$ cat config.mk
export PLATFORM = sky130hd
export DESIGN_NAME = dec_hex_integer_parser
export DESIGN_NICKNAME = d
export VERILOG_FILES = /design/src/sv/dhip_pkg.sv /design/src/sv/dec_hex_integer_parser.sv
export SDC_FILE = /design/constraint.sdc
export NUM_CORES = 1
export LEC_CHECK = 0
export ABC_CLOCK_PERIOD_IN_PS = 10100
export BUFFER_PORTS_ARGS = -buffer_cell sky130_fd_sc_hd__buf_4
export CAP_MARGIN = 0
export CORE_MARGIN = 5
export CORE_UTILIZATION = 45
export CTS_CLUSTER_SIZE = 8
export DETAILED_ROUTE_END_ITERATION = 10
export PLACE_DENSITY = 0.64
export SYNTH_ARGS = -nofsm -noshare
export SYNTH_HDL_FRONTEND = slang
export SYNTH_SLANG_ARGS = --single-unit
$ cat constraint.sdc
create_clock -name clk -period 10.1 [get_ports clk]
set_input_delay 1.515 -clock clk [delete_from_list [all_inputs] [get_ports clk]]
set_output_delay 1.515 -clock clk [all_outputs]
set_load 0.01 [all_outputs]
$ cat src/sv/dhip_pkg.sv
// ----------------------------------------------------------------------------
// dhip_pkg
// Shared constants for the decimal/hex integer parser: result status codes,
// register indexes and the ASCII codes the parser tests against.
// ----------------------------------------------------------------------------
package dhip_pkg;

	// result status codes
	typedef enum logic [1:0] {
		ST_OK       = 2'd0,
		ST_EMPTY    = 2'd1,
		ST_SYNTAX   = 2'd2,
		ST_OVERFLOW = 2'd3
	} status_t;

	// register indexes on the configuration port
	localparam logic REG_SIGNED_MODE  = 1'b0;
	localparam logic REG_WIDTH_SELECT = 1'b1;

	// width select codes
	localparam logic [1:0] WSEL_64 = 2'd0;
	localparam logic [1:0] WSEL_32 = 2'd1;

	// ascii codes
	localparam logic [7:0] CH_NUL   = 8'h00;
	localparam logic [7:0] CH_TAB   = 8'h09;
	localparam logic [7:0] CH_SPACE = 8'h20;
	localparam logic [7:0] CH_PLUS  = 8'h2B;
	localparam logic [7:0] CH_MINUS = 8'h2D;
	localparam logic [7:0] CH_0     = 8'h30;
	localparam logic [7:0] CH_1     = 8'h31;
	localparam logic [7:0] CH_9     = 8'h39;
	localparam logic [7:0] CH_UA    = 8'h41;
	localparam logic [7:0] CH_UF    = 8'h46;
	localparam logic [7:0] CH_UX    = 8'h58;
	localparam logic [7:0] CH_LA    = 8'h61;
	localparam logic [7:0] CH_LF    = 8'h66;
	localparam logic [7:0] CH_LX    = 8'h78;

	// numeric bases
	localparam logic [4:0] BASE_DEC = 5'd10;
	localparam logic [4:0] BASE_HEX = 5'd16;

endpackage

$ cat src/sv/dec_hex_integer_parser.sv
// ----------------------------------------------------------------------------
// dec_hex_integer_parser
// Character-serial parser of decimal and 0x/0X hex integers into 64 bits,
// with per-digit overflow check, optional sign and a result range check.
// ----------------------------------------------------------------------------
// The block takes one ASCII character per beat on the input channel and
// returns one result beat (value, status) when the terminating NUL arrives;
// all other characters give no result. Per character, the combinational
// digit shift-add and overflow check, and at NUL the range check
// and negation, sit between the parse state registers and the result
// register, so a new character is taken every cycle while the result register
// is empty or being drained. A waiting result stalls input only when the
// result register is full and the sink is not ready. signed_mode and
// width_select are written over the APB port at byte addresses 0 and 4 and
// should only be changed while no string is in progress.
module dec_hex_integer_parser (
	input  logic        clk,
	input  logic        arst_n,
	// configuration port
	input  logic        psel,
	input  logic        penable,
	input  logic        pwrite,
	input  logic [2:0]  paddr,
	input  logic [31:0] pwdata,
	output logic [31:0] prdata,
	output logic        pready,
	// character input
	input  logic        in_valid,
	output logic        in_ready,
	input  logic [7:0]  char_byte,
	// result output
	output logic        out_valid,
	input  logic        out_ready,
	output logic [63:0] value,
	output logic [1:0]  status
);

	typedef enum logic [3:0] {
		PH_START  = 4'd0,
		PH_PLUS   = 4'd1,
		PH_NUM    = 4'd2,
		PH_BLANKS = 4'd3,
		PH_ZERO   = 4'd4,
		PH_HEX    = 4'd5,
		PH_DEC    = 4'd6,
		PH_TRAIL  = 4'd7,
		PH_ERR    = 4'd8
	} phase_t;

	logic        signed_mode_q;
	logic [1:0]  width_select_q;

	phase_t            phase_q, phase_d;
	logic [63:0]       acc_q, acc_d;
	logic              neg_q, neg_d;
	dhip_pkg::status_t err_q, err_d;

	logic              emit;
	logic [63:0]       emit_value;
	dhip_pkg::status_t emit_status;

	logic              out_valid_q;
	logic [63:0]       value_q;
	dhip_pkg::status_t status_q;

	logic in_accept;

	// configuration registers
	assign pready = 1'b1;

	always_ff @(posedge clk or negedge arst_n) begin
		if (!arst_n) begin
			signed_mode_q  <= 1'b0;
			width_select_q <= 2'd0;
		end else if (psel && penable && pwrite) begin
			if (paddr[2] == dhip_pkg::REG_SIGNED_MODE) begin
				signed_mode_q <= pwdata[0];
			end else begin
				width_select_q <= pwdata[1:0];
			end
		end
	end

	always_comb begin
		if (paddr[2] == dhip_pkg::REG_SIGNED_MODE) begin
			prdata = {31'd0, signed_mode_q};
		end else begin
			prdata = {30'd0, width_select_q};
		end
	end

	// character classes
	logic       is_blank, is_nul, is_dec, is_hex_uc, is_hex_lc, is_x;
	logic [3:0] dec_digit, hex_digit;

	always_comb begin
		is_nul    = (char_byte == dhip_pkg::CH_NUL);
		is_blank  = (char_byte == dhip_pkg::CH_SPACE) || (char_byte == dhip_pkg::CH_TAB);
		is_dec    = (char_byte >= dhip_pkg::CH_0) && (char_byte <= dhip_pkg::CH_9);
		is_hex_uc = (char_byte >= dhip_pkg::CH_UA) && (char_byte <= dhip_pkg::CH_UF);
		is_hex_lc = (char_byte >= dhip_pkg::CH_LA) && (char_byte <= dhip_pkg::CH_LF);
		is_x      = (char_byte == dhip_pkg::CH_LX) || (char_byte == dhip_pkg::CH_UX);
		dec_digit = 4'(char_byte - dhip_pkg::CH_0);
		if (is_hex_uc) begin
			hex_digit = 4'(char_byte - dhip_pkg::CH_UA + 8'd10);
		end else if (is_hex_lc) begin
			hex_digit = 4'(char_byte - dhip_pkg::CH_LA + 8'd10);
		end else begin
			hex_digit = dec_digit;
		end
	end

	// digit shift-add with carry-out as overflow flag
	logic        use_hex;
	logic [67:0] acc_ext, mul_res, sum_res;
	logic        dig_ovf;

	always_comb begin
		use_hex = (phase_q == PH_HEX);
		acc_ext = {4'd0, acc_q};
		if (use_hex) begin
			mul_res = acc_ext << 4;
			sum_res = mul_res + {64'd0, hex_digit};
		end else begin
			mul_res = (acc_ext << 3) + (acc_ext << 1);
			sum_res = mul_res + {64'd0, dec_digit};
		end
		dig_ovf = (sum_res[67:64] != 4'd0);
	end

	// range limit for the final check
	logic [63:0] lim;
	logic        range_ovf;
	logic [63:0] final_value;

	always_comb begin
		if (signed_mode_q) begin
			case (width_select_q)
				dhip_pkg::WSEL_64: lim = 64'h7FFF_FFFF_FFFF_FFFF + {63'd0, neg_q};
				dhip_pkg::WSEL_32: lim = 64'h0000_0000_7FFF_FFFF + {63'd0, neg_q};
				default:           lim = 64'h0000_0000_0000_7FFF + {63'd0, neg_q};
			endcase
		end else begin
			case (width_select_q)
				dhip_pkg::WSEL_64: lim = 64'hFFFF_FFFF_FFFF_FFFF;
				dhip_pkg::WSEL_32: lim = 64'h0000_0000_FFFF_FFFF;
				default:           lim = 64'h0000_0000_0000_FFFF;
			endcase
		end
		range_ovf   = (acc_q > lim);
		final_value = neg_q ? (64'd0 - acc_q) : acc_q;
	end

	// next parse state for one character
	phase_t ph;
	logic   taken;
	logic   tail;

	always_comb begin
		phase_d     = phase_q;
		acc_d       = acc_q;
		neg_d       = neg_q;
		err_d       = err_q;
		emit        = 1'b0;
		emit_value  = 64'd0;
		emit_status = dhip_pkg::ST_OK;
		ph          = phase_q;
		taken       = 1'b0;
		tail        = 1'b0;

		// sign prefix
		if (phase_q == PH_START) begin
			ph      = PH_NUM;
			phase_d = PH_NUM;
			if (signed_mode_q) begin
				if (char_byte == dhip_pkg::CH_PLUS) begin
					phase_d = PH_PLUS;
					taken   = 1'b1;
				end else if (char_byte == dhip_pkg::CH_MINUS) begin
					neg_d = 1'b1;
					taken = 1'b1;
				end
			end
		end else if (phase_q == PH_PLUS) begin
			ph      = PH_NUM;
			phase_d = PH_NUM;
			if (char_byte == dhip_pkg::CH_MINUS) begin
				neg_d = 1'b1;
				taken = 1'b1;
			end
		end

		if (!taken) begin
			case (ph)
				PH_NUM, PH_BLANKS: begin
					if (is_nul) begin
						emit        = 1'b1;
						emit_status = dhip_pkg::ST_EMPTY;
					end else if (is_blank) begin
						phase_d = PH_BLANKS;
					end else if (ph == PH_NUM && char_byte == dhip_pkg::CH_0) begin
						acc_d   = 64'd0;
						phase_d = PH_ZERO;
					end else if (ph == PH_NUM && char_byte >= dhip_pkg::CH_1
						&& char_byte <= dhip_pkg::CH_9) begin
						acc_d   = {60'd0, dec_digit};
						phase_d = PH_DEC;
					end else begin
						err_d   = dhip_pkg::ST_SYNTAX;
						phase_d = PH_ERR;
					end
				end
				PH_ZERO: begin
					if (is_x) begin
						phase_d = PH_HEX;
					end else if (is_dec) begin
						if (dig_ovf) begin
							err_d   = dhip_pkg::ST_OVERFLOW;
							phase_d = PH_ERR;
						end else begin
							acc_d   = sum_res[63:0];
							phase_d = PH_DEC;
						end
					end else begin
						tail = 1'b1;
					end
				end
				PH_HEX, PH_DEC: begin
					if (is_dec || (ph == PH_HEX && (is_hex_uc || is_hex_lc))) begin
						if (dig_ovf) begin
							err_d   = dhip_pkg::ST_OVERFLOW;
							phase_d = PH_ERR;
						end else begin
							acc_d = sum_res[63:0];
						end
					end else begin
						tail = 1'b1;
					end
				end
				PH_TRAIL: begin
					tail = 1'b1;
				end
				default: begin
					// error held until end of string
					if (is_nul) begin
						emit        = 1'b1;
						emit_status = (err_q == dhip_pkg::ST_OK) ? dhip_pkg::ST_SYNTAX : err_q;
					end
				end
			endcase
		end

		// after digits: end of string, trailing blanks or syntax error
		if (tail) begin
			if (is_nul) begin
				emit = 1'b1;
				if (range_ovf) begin
					emit_status = dhip_pkg::ST_OVERFLOW;
				end else begin
					emit_value  = final_value;
					emit_status = dhip_pkg::ST_OK;
				end
			end else if (is_blank) begin
				phase_d = PH_TRAIL;
			end else begin
				err_d   = dhip_pkg::ST_SYNTAX;
				phase_d = PH_ERR;
			end
		end

		// a result restarts the string
		if (emit) begin
			phase_d = PH_START;
			acc_d   = 64'd0;
			neg_d   = 1'b0;
			err_d   = dhip_pkg::ST_OK;
		end
	end

	// input handshake: blocked only by a full, stalled result register
	assign in_ready  = !out_valid_q || out_ready;
	assign in_accept = in_valid && in_ready;

	// parse state and result register
	always_ff @(posedge clk or negedge arst_n) begin
		if (!arst_n) begin
			phase_q     <= PH_START;
			acc_q       <= 64'd0;
			neg_q       <= 1'b0;
			err_q       <= dhip_pkg::ST_OK;
			out_valid_q <= 1'b0;
			value_q     <= 64'd0;
			status_q    <= dhip_pkg::ST_OK;
		end else begin
			if (in_accept) begin
				phase_q <= phase_d;
				acc_q   <= acc_d;
				neg_q   <= neg_d;
				err_q   <= err_d;
			end
			if (in_accept && emit) begin
				out_valid_q <= 1'b1;
				value_q     <= emit_value;
				status_q    <= emit_status;
			end else if (out_ready) begin
				out_valid_q <= 1'b0;
			end
		end
	end

	assign out_valid = out_valid_q;
	assign value     = value_q;
	assign status    = status_q;

endmodule
==> results of run 1 <==
[critical path, delay by kind of cell]
| kind | cells | cell delay [ns] |
|---|---|---|
| muxes | 1 | 0.38 |
| and+or+nand+nor | 1 | 0.33 |
| buffers and inverters | 4 | 0.82 |
| AOI/OAI and AO/OA | 8 | 2.94 |
| adders and majority gates | 2 | 1.04 |
[power groups by stage]
stage	Combinational [W]	Sequential (W)	Clock [W]
after floorplan	0.000188	0.000597	0
after global placement	0.000243	0.000609	0
after detailed placement	0.000250	0.000608	0
after CTS	0.000252	0.000599	0.000659
after global routing	0.000288	0.000602	0.000680
final	0.000254	0.000600	0.000645
[flip-flops by register name, indices dropped and copies added (netlist names)]
name	cells
value	64
phase_q	4
neg_q	1
acc_q	64
status	2
width_select_q	2
err_q	2
signed_mode_q	1
out_valid	1
[routing by layer]
| metal | vias up | share of wire [%] | GRT usage (%) |
|---|---|---|---|
| li1 | 6305 | - | - |
| met1 | 6280 | 48 | 33.1 |
| met2 | 359 | 45 | 36.3 |
| met3 | 42 | 4.9 | 3.76 |
| met4 | 0 | 1.8 | 5.79 |
| met5 | - | 0 | 0 |
[kinds of logic (layout without fill, tap and decap cells)]
kind of cell             Yosys count  in the layout
multiplexers                       8              8
other                              2             31
AO/OA/AOI/OAI                    591            591
adder cells (fa/ha/maj)          197            197
flip-flops                       141            141
XOR/XNOR                         123            123
buffers and inverters            155            157
AND/OR/NAND/NOR                  472            472
[placed cells by master, fill, tap and decap left out, types with 14 or more instances in the layout]
master       n
ha_1       195
nand2_1    186
o21ai_0    174
dfrtp_1    140
a21oi_1    121
buf_4       97
xor2_1      85
nor2_1      78
nand4_1     48
o2bb2ai_1   48
o22ai_1     46
xnor2_1     38
nand3_1     33
a21o_1      32
conb_1      31
inv_1       27
o31ai_1     26
nor3_1      22
clkbuf_16   17
o21a_1      16
a31oi_1     14
a211oi_1    14
[worst paths after layout]
path                              startpoint         to  slack (ns)  depth (start not counted)
min in group asynchronous             arst_n  value[32]        1.09                          1
worst min-delay path               value[46]  value[46]        0.48                          2
max in group asynchronous             arst_n   acc_q[8]        7.67                          2
worst max register to register      acc_q[2]   acc_q[3]        4.12                         15
worst max-delay path            char_byte[3]   acc_q[3]        3.42                         16
worst min register to register     value[46]  value[46]        0.48                          2
[cell usage after synthesis, types with 4 or more instances]
cell and instances:
xnor2_1 38, a221oi_1 4, nand3_1 33, ha_1 195, nand2b_1 12, a211oi_1 14
clkbuf_1 83, o22ai_1 46, buf_4 32, or4_1 5, a22o_1 12, nor4_1 12
buf_1 6, a21oi_1 121, mux2i_1 4, nand2_1 187, a221o_1 4, nor3_1 23
o21bai_1 13, nand4_1 48, nor2b_1 13, o31ai_1 26, o211ai_1 13, dfrtp_1 141
o2bb2ai_1 48, nor2_1 79, and2_1 10, and3_1 5, xor2_1 85, or2_2 11
inv_1 27, o21a_1 16, or3_1 10, a22oi_1 4, or3_2 7, a31oi_1 14
a21o_1 33, o41ai_1 8, mux2_2 4, o21ai_0 174, o221ai_1 5
[area by class of cell]
cell class	count	share of cell area, %
Clock buffer	17	2.78
Clock inverter	15	1.07
Inverter	27	0.662
Multi-Input combinational cell	1422	64.4
Sequential cell	141	23.0
Tap cell	396	3.23
Timing Repair Buffer	98	4.83
[through the flow]
stage / utilization [%] / power [W] / cells
2_1_floorplan: - / 0.000785 / 1718
3_3_place_gp: 48.0 / 0.000852 / 2084
3_5_place_dp: 48.0 / 0.000858 / 2084
4_1_cts: 49.9 / 0.00151 / 2116
5_1_grt: 49.9 / 0.00157 / 2116
6_report: 49.9 / 0.00150 / 2116
==> impl_metrics.env, run 1 <==
export IMPL_register_area_sq_um=3530
export IMPL_power_frac_comb_pct=16.9
export IMPL_place_ws_ns=3.03
export IMPL_hold_viol=0
export IMPL_powerDensity_nw_per_um2=97.9
export IMPL_initial_utilization_pct=45.7
export IMPL_die_w_microns=186
export IMPL_synth_area_leader_cell="dfrtp_1"
export IMPL_worstSetupStartpointType="input pin"
export IMPL_dr_pass1_iters=5
export IMPL_async_reset_ff_share_pct=100
export IMPL_cts_setup_buffers=0
export IMPL_drt_vias_per_instance=6.14
export IMPL_drive_gt1_share_pct=10.3
export IMPL_grt_pass1_vias=12500
export IMPL_yosys_most_used_dff="dfrtp_1"
export IMPL_p_seq_share_pct=40.0
export IMPL_finalSetupViolCount=0
export IMPL_yosysUniqueCellTypes=78
export IMPL_cts_htree_levels=4
export IMPL_worst_pin_slew_ns=0.983
export IMPL_finalInstanceArea_sq_um=15300
export IMPL_portBuffers=87
export IMPL_syn_inst=1689
export IMPL_path_max_fanout=33
export IMPL_p_int_w=0.00103
export IMPL_gp_congestion=0.907
export IMPL_die_height_microns=186
export IMPL_maxSlewViolCount=0
export IMPL_fin_crit_sh_pct=66.1
export IMPL_routed_wl_mm=41.5
export IMPL_synth_warnings=0
export IMPL_synth_compound_area_share_pct=27.1
export IMPL_numCtsBuffers=17
export IMPL_cp_slowest_cell="a21o_2"
export IMPL_end_kind="flop"
export IMPL_post_cts_resized=0
export IMPL_final_net_count=1954
export IMPL_cp_arrival_ns=7.03
export IMPL_synth_mux_area_share_pct=0.608
export IMPL_root_buffer="clkbuf_16"
export IMPL_core_area_sq_um=30700
export IMPL_status="finished, final reports clean"
export IMPL_drt_drc_violations_left=0
export IMPL_antenna_cells=0
export IMPL_drv_cap=0
export IMPL_required_ns=10.45
export IMPL_rsz0062_at_grt="false"
export IMPL_fmax_mhz=150
export IMPL_via_count=13000
export IMPL_power_leakage_nw=7.23
export IMPL_pwr_share_clk_pct=43.0
export IMPL_hpwlAfterDp_mm=31.0
export IMPL_grt_pass1_wl_mm=66.9
export IMPL_num_io_pins=151
export IMPL_drtAntennaViolNets=0
export IMPL_multi_input_area_sq_um=9860
export IMPL_tns_ns=0
export IMPL_critPathKind="in2reg"
export IMPL_p_switching_w=0.000466
export IMPL_grt_antenna_before_repair=0
export IMPL_hold_path_class="reg2reg"
export IMPL_synth_top_family_by_area="compound AO/OA/AOI/OAI gates"
export IMPL_cts_tree="built"
export IMPL_crit_chain="buf_4, inv_1, fa_1, inv_1, fa_1, a211oi_1, o21ai_0, a21oi_1, o221a_2, a211oi_1, or2_2, a221o_1, a31oi_1, a21o_2, buf_4, mux2_2"
export IMPL_synth_fa_ha_area_share_pct=17.7
export IMPL_synth_edf_count=0
export IMPL_yosys_area_top_type_share_pct=25.2
export IMPL_finalCriticalPeriod_ns=6.68
export IMPL_die_area_sq_um=34700
export IMPL_syn_cell_area_sq_um=14000
export IMPL_path_clk_slew_ns=0.07
export IMPL_grt_ovfl_total=0
export IMPL_synthXorXnorAreaFrac_pct=7.69
export IMPL_clockBufferDepth=2
export IMPL_relSlewSlack_pct=33.8
export IMPL_clock_sinks=141
export IMPL_timing_final_ws_setup_ns=3.42
export IMPL_ys_seq_area_share_pct=25.2
export IMPL_fin_hold_ws_ns=0.478
export IMPL_floorplan_rows=64
export IMPL_cpPeakStageDelay_ns=0.70
export IMPL_synth_avg_cell_area_sq_um=8.29
export IMPL_switching_share_pct=31.1
export IMPL_placed_area_sq_um=14700
export IMPL_yosys_area_share_simple_pct=16.4
export IMPL_yosys_top_cells_area="dfrtp_1, ha_1, o21ai_0, xor2_1, nand2_1"
export IMPL_fin_skew_ns=0.0125
export IMPL_grt_usage_pct=23.0
export IMPL_ys_ff_latch=141
export IMPL_grt_max_degree=80
export IMPL_wire_per_inst_microns=19.6
export IMPL_nFillCells=3017
export IMPL_peakVddDrop_v=0.000113
export IMPL_cts_hold_buf=0
export IMPL_drt_iter0_markers=1069
export IMPL_clock_latency_ns=0.46
export IMPL_syn2layout_area_growth_pct=9.38
(Power assumes the default switching activity.)
==> run 2, diff against run 1 <==
--- a/config.mk
+++ b/config.mk
@@ -5,7 +5,7 @@
 export SDC_FILE = /design/constraint.sdc
 export NUM_CORES = 1
 export LEC_CHECK = 0
-export ABC_CLOCK_PERIOD_IN_PS = 10100
+export ABC_CLOCK_PERIOD_IN_PS = 7000
 export BUFFER_PORTS_ARGS = -buffer_cell sky130_fd_sc_hd__buf_4
 export CAP_MARGIN = 0
 export CORE_MARGIN = 5
==> constraint.sdc (replaced) <==
create_clock -name clk -period 7 [get_ports clk]
set_input_delay 1.05 -clock clk [delete_from_list [all_inputs] [get_ports clk]]
set_output_delay 1.05 -clock clk [all_outputs]
set_load 0.01 [all_outputs]
==> impl_metrics.env, run 2 (synthesis gave the netlist of run 1 again) <==
export IMPL_status="finished, final reports clean"
export IMPL_cts_hold_buf=0
export IMPL_drv_cap=0
export IMPL_grt_pass1_wl_mm=68.4
export IMPL_drt_vias_per_instance=6.10
export IMPL_core_area_sq_um=30700
export IMPL_place_ws_ns=1.16
export IMPL_nFillCells=2994
export IMPL_clock_sinks=141
export IMPL_clock_latency_ns=0.46
export IMPL_final_common_cell="ha_1"
export IMPL_grt_ovfl_total=0
export IMPL_grt_antenna_before_repair=1
export IMPL_numCtsBuffers=17
export IMPL_finalCriticalPeriod_ns=5.46
export IMPL_hpwlAfterDp_mm=31.3
export IMPL_drive_gt1_share_pct=10.3
export IMPL_fin_skew_ns=0.0127
export IMPL_worst_pin_slew_ns=0.847
export IMPL_critPathKind="in2reg"
export IMPL_fin_hold_ws_ns=0.475
export IMPL_via_count=12900
export IMPL_die_w_microns=186
export IMPL_peakVddDrop_v=0.000158
export IMPL_hold_path_class="reg2reg"
export IMPL_initial_utilization_pct=45.7
export IMPL_cp_arrival_ns=5.85
export IMPL_timing_final_ws_setup_ns=1.54
export IMPL_syn2layout_area_growth_pct=9.67
export IMPL_drt_drc_violations_left=0
export IMPL_antenna_cells=0
export IMPL_required_ns=7.39
export IMPL_cts_setup_buffers=0
export IMPL_wire_per_inst_microns=19.5
export IMPL_post_cts_resized=0
export IMPL_portBuffers=87
export IMPL_powerDensity_nw_per_um2=143
export IMPL_rsz0062_at_grt="false"
export IMPL_floorplan_rows=64
export IMPL_cts_tree="built"
export IMPL_cts_htree_levels=4
export IMPL_die_height_microns=186
export IMPL_clockBufferDepth=2
export IMPL_relSlewSlack_pct=43.0
export IMPL_grt_pass1_vias=12600
export IMPL_register_area_sq_um=3530
export IMPL_end_kind="flop"
export IMPL_drt_iter0_markers=930
export IMPL_drtAntennaViolNets=0
export IMPL_final_cell_mix="ha_1, nand2_1, o21ai_0"
export IMPL_grt_usage_pct=23.5
export IMPL_path_clk_slew_ns=0.06
export IMPL_fmax_mhz=183
export IMPL_maxSlewViolCount=0
export IMPL_fin_crit_sh_pct=78.0
export IMPL_tns_ns=0
export IMPL_hold_viol=0
export IMPL_dr_pass1_iters=5
export IMPL_grt_max_degree=90
export IMPL_num_io_pins=151
export IMPL_multi_input_area_sq_um=9860
export IMPL_finalPower_w=0.00220
export IMPL_power_leakage_nw=7.28
export IMPL_finalSetupViolCount=0
export IMPL_root_buffer="clkbuf_16"
export IMPL_routed_wl_mm=41.3
export IMPL_path_max_fanout=36
export IMPL_die_area_sq_um=34700
export IMPL_final_net_count=1956
export IMPL_gp_congestion=0.903
export IMPL_worstSetupStartpointType="input pin"
run 2: cell types whose count changed in the layout (fill, tap and decap cells not counted), sizes merged:
cell	change
bufinv	+1
inv	-4
clkinv	+4
clkinvlp	-5
clkbuf	+4
buf	+2
run 2: worst paths after layout:
path / slack, ns / from / endpoint / depth (start not counted)
min in group asynchronous: 0.68 / arst_n / value[33] / 1
worst max register to register: 1.79 / acc_q[2] / acc_q[44] / 15
worst max-delay path: 1.54 / char_byte[3] / acc_q[44] / 16
worst min register to register: 0.47 / value[54] / value[54] / 2
worst min-delay path: 0.47 / value[54] / value[54] / 2
max in group asynchronous: 5.07 / arst_n / neg_q / 2
run 2: layer usage:
layer	share of wire, %	global-route usage [%]	routed length [microns]
met5	0.019	0	8
met4	1.9	6.24	782
met3	5.3	4.28	2180
met2	44	36.5	18300
met1	49	33.9	20100
run 2: critical path, cell delays in order:
cell and delay, ns:
buf_4 0.13, inv_1 0.10, fa_1 0.56, inv_1 0.08, fa_1 0.48, a211oi_1 0.31, o211ai_1 0.17, a211oi_1 0.54
nor3_1 0.13, nor3_1 0.60, o31a_1 0.22, o32ai_1 0.14, a31oi_1 0.44, a21o_2 0.27, buf_4 0.38, a22o_1 0.21
run 2: area by class of cell:
| cell class | count | area share [%] |
|---|---|---|
| flip-flops and latches | 141 | 23.0 |
| repair buffers | 100 | 4.99 |
| inverters | 27 | 0.660 |
| clock inverters | 11 | 0.921 |
| multi-input cells | 1422 | 64.2 |
| clock buffers | 21 | 3.00 |
| well taps | 396 | 3.23 |
run 2: through the flow:
step           std cells  area (sq um)  utilization, %
6_report            2118         15400            50.1
5_1_grt             2118         15400            50.1
4_1_cts             2118         15400            50.1
3_5_place_dp        2086         14800            48.1
3_3_place_gp        2086         14800            48.1
2_1_floorplan       1718         14100               -
run 2: power breakdown:
part / switching (W) / internal [W] / total (W)
Sequential: 0.0000329 / 0.000830 / 0.000863
Clock: 0.000388 / 0.000577 / 0.000965
Combinational: 0.000235 / 0.000133 / 0.000369
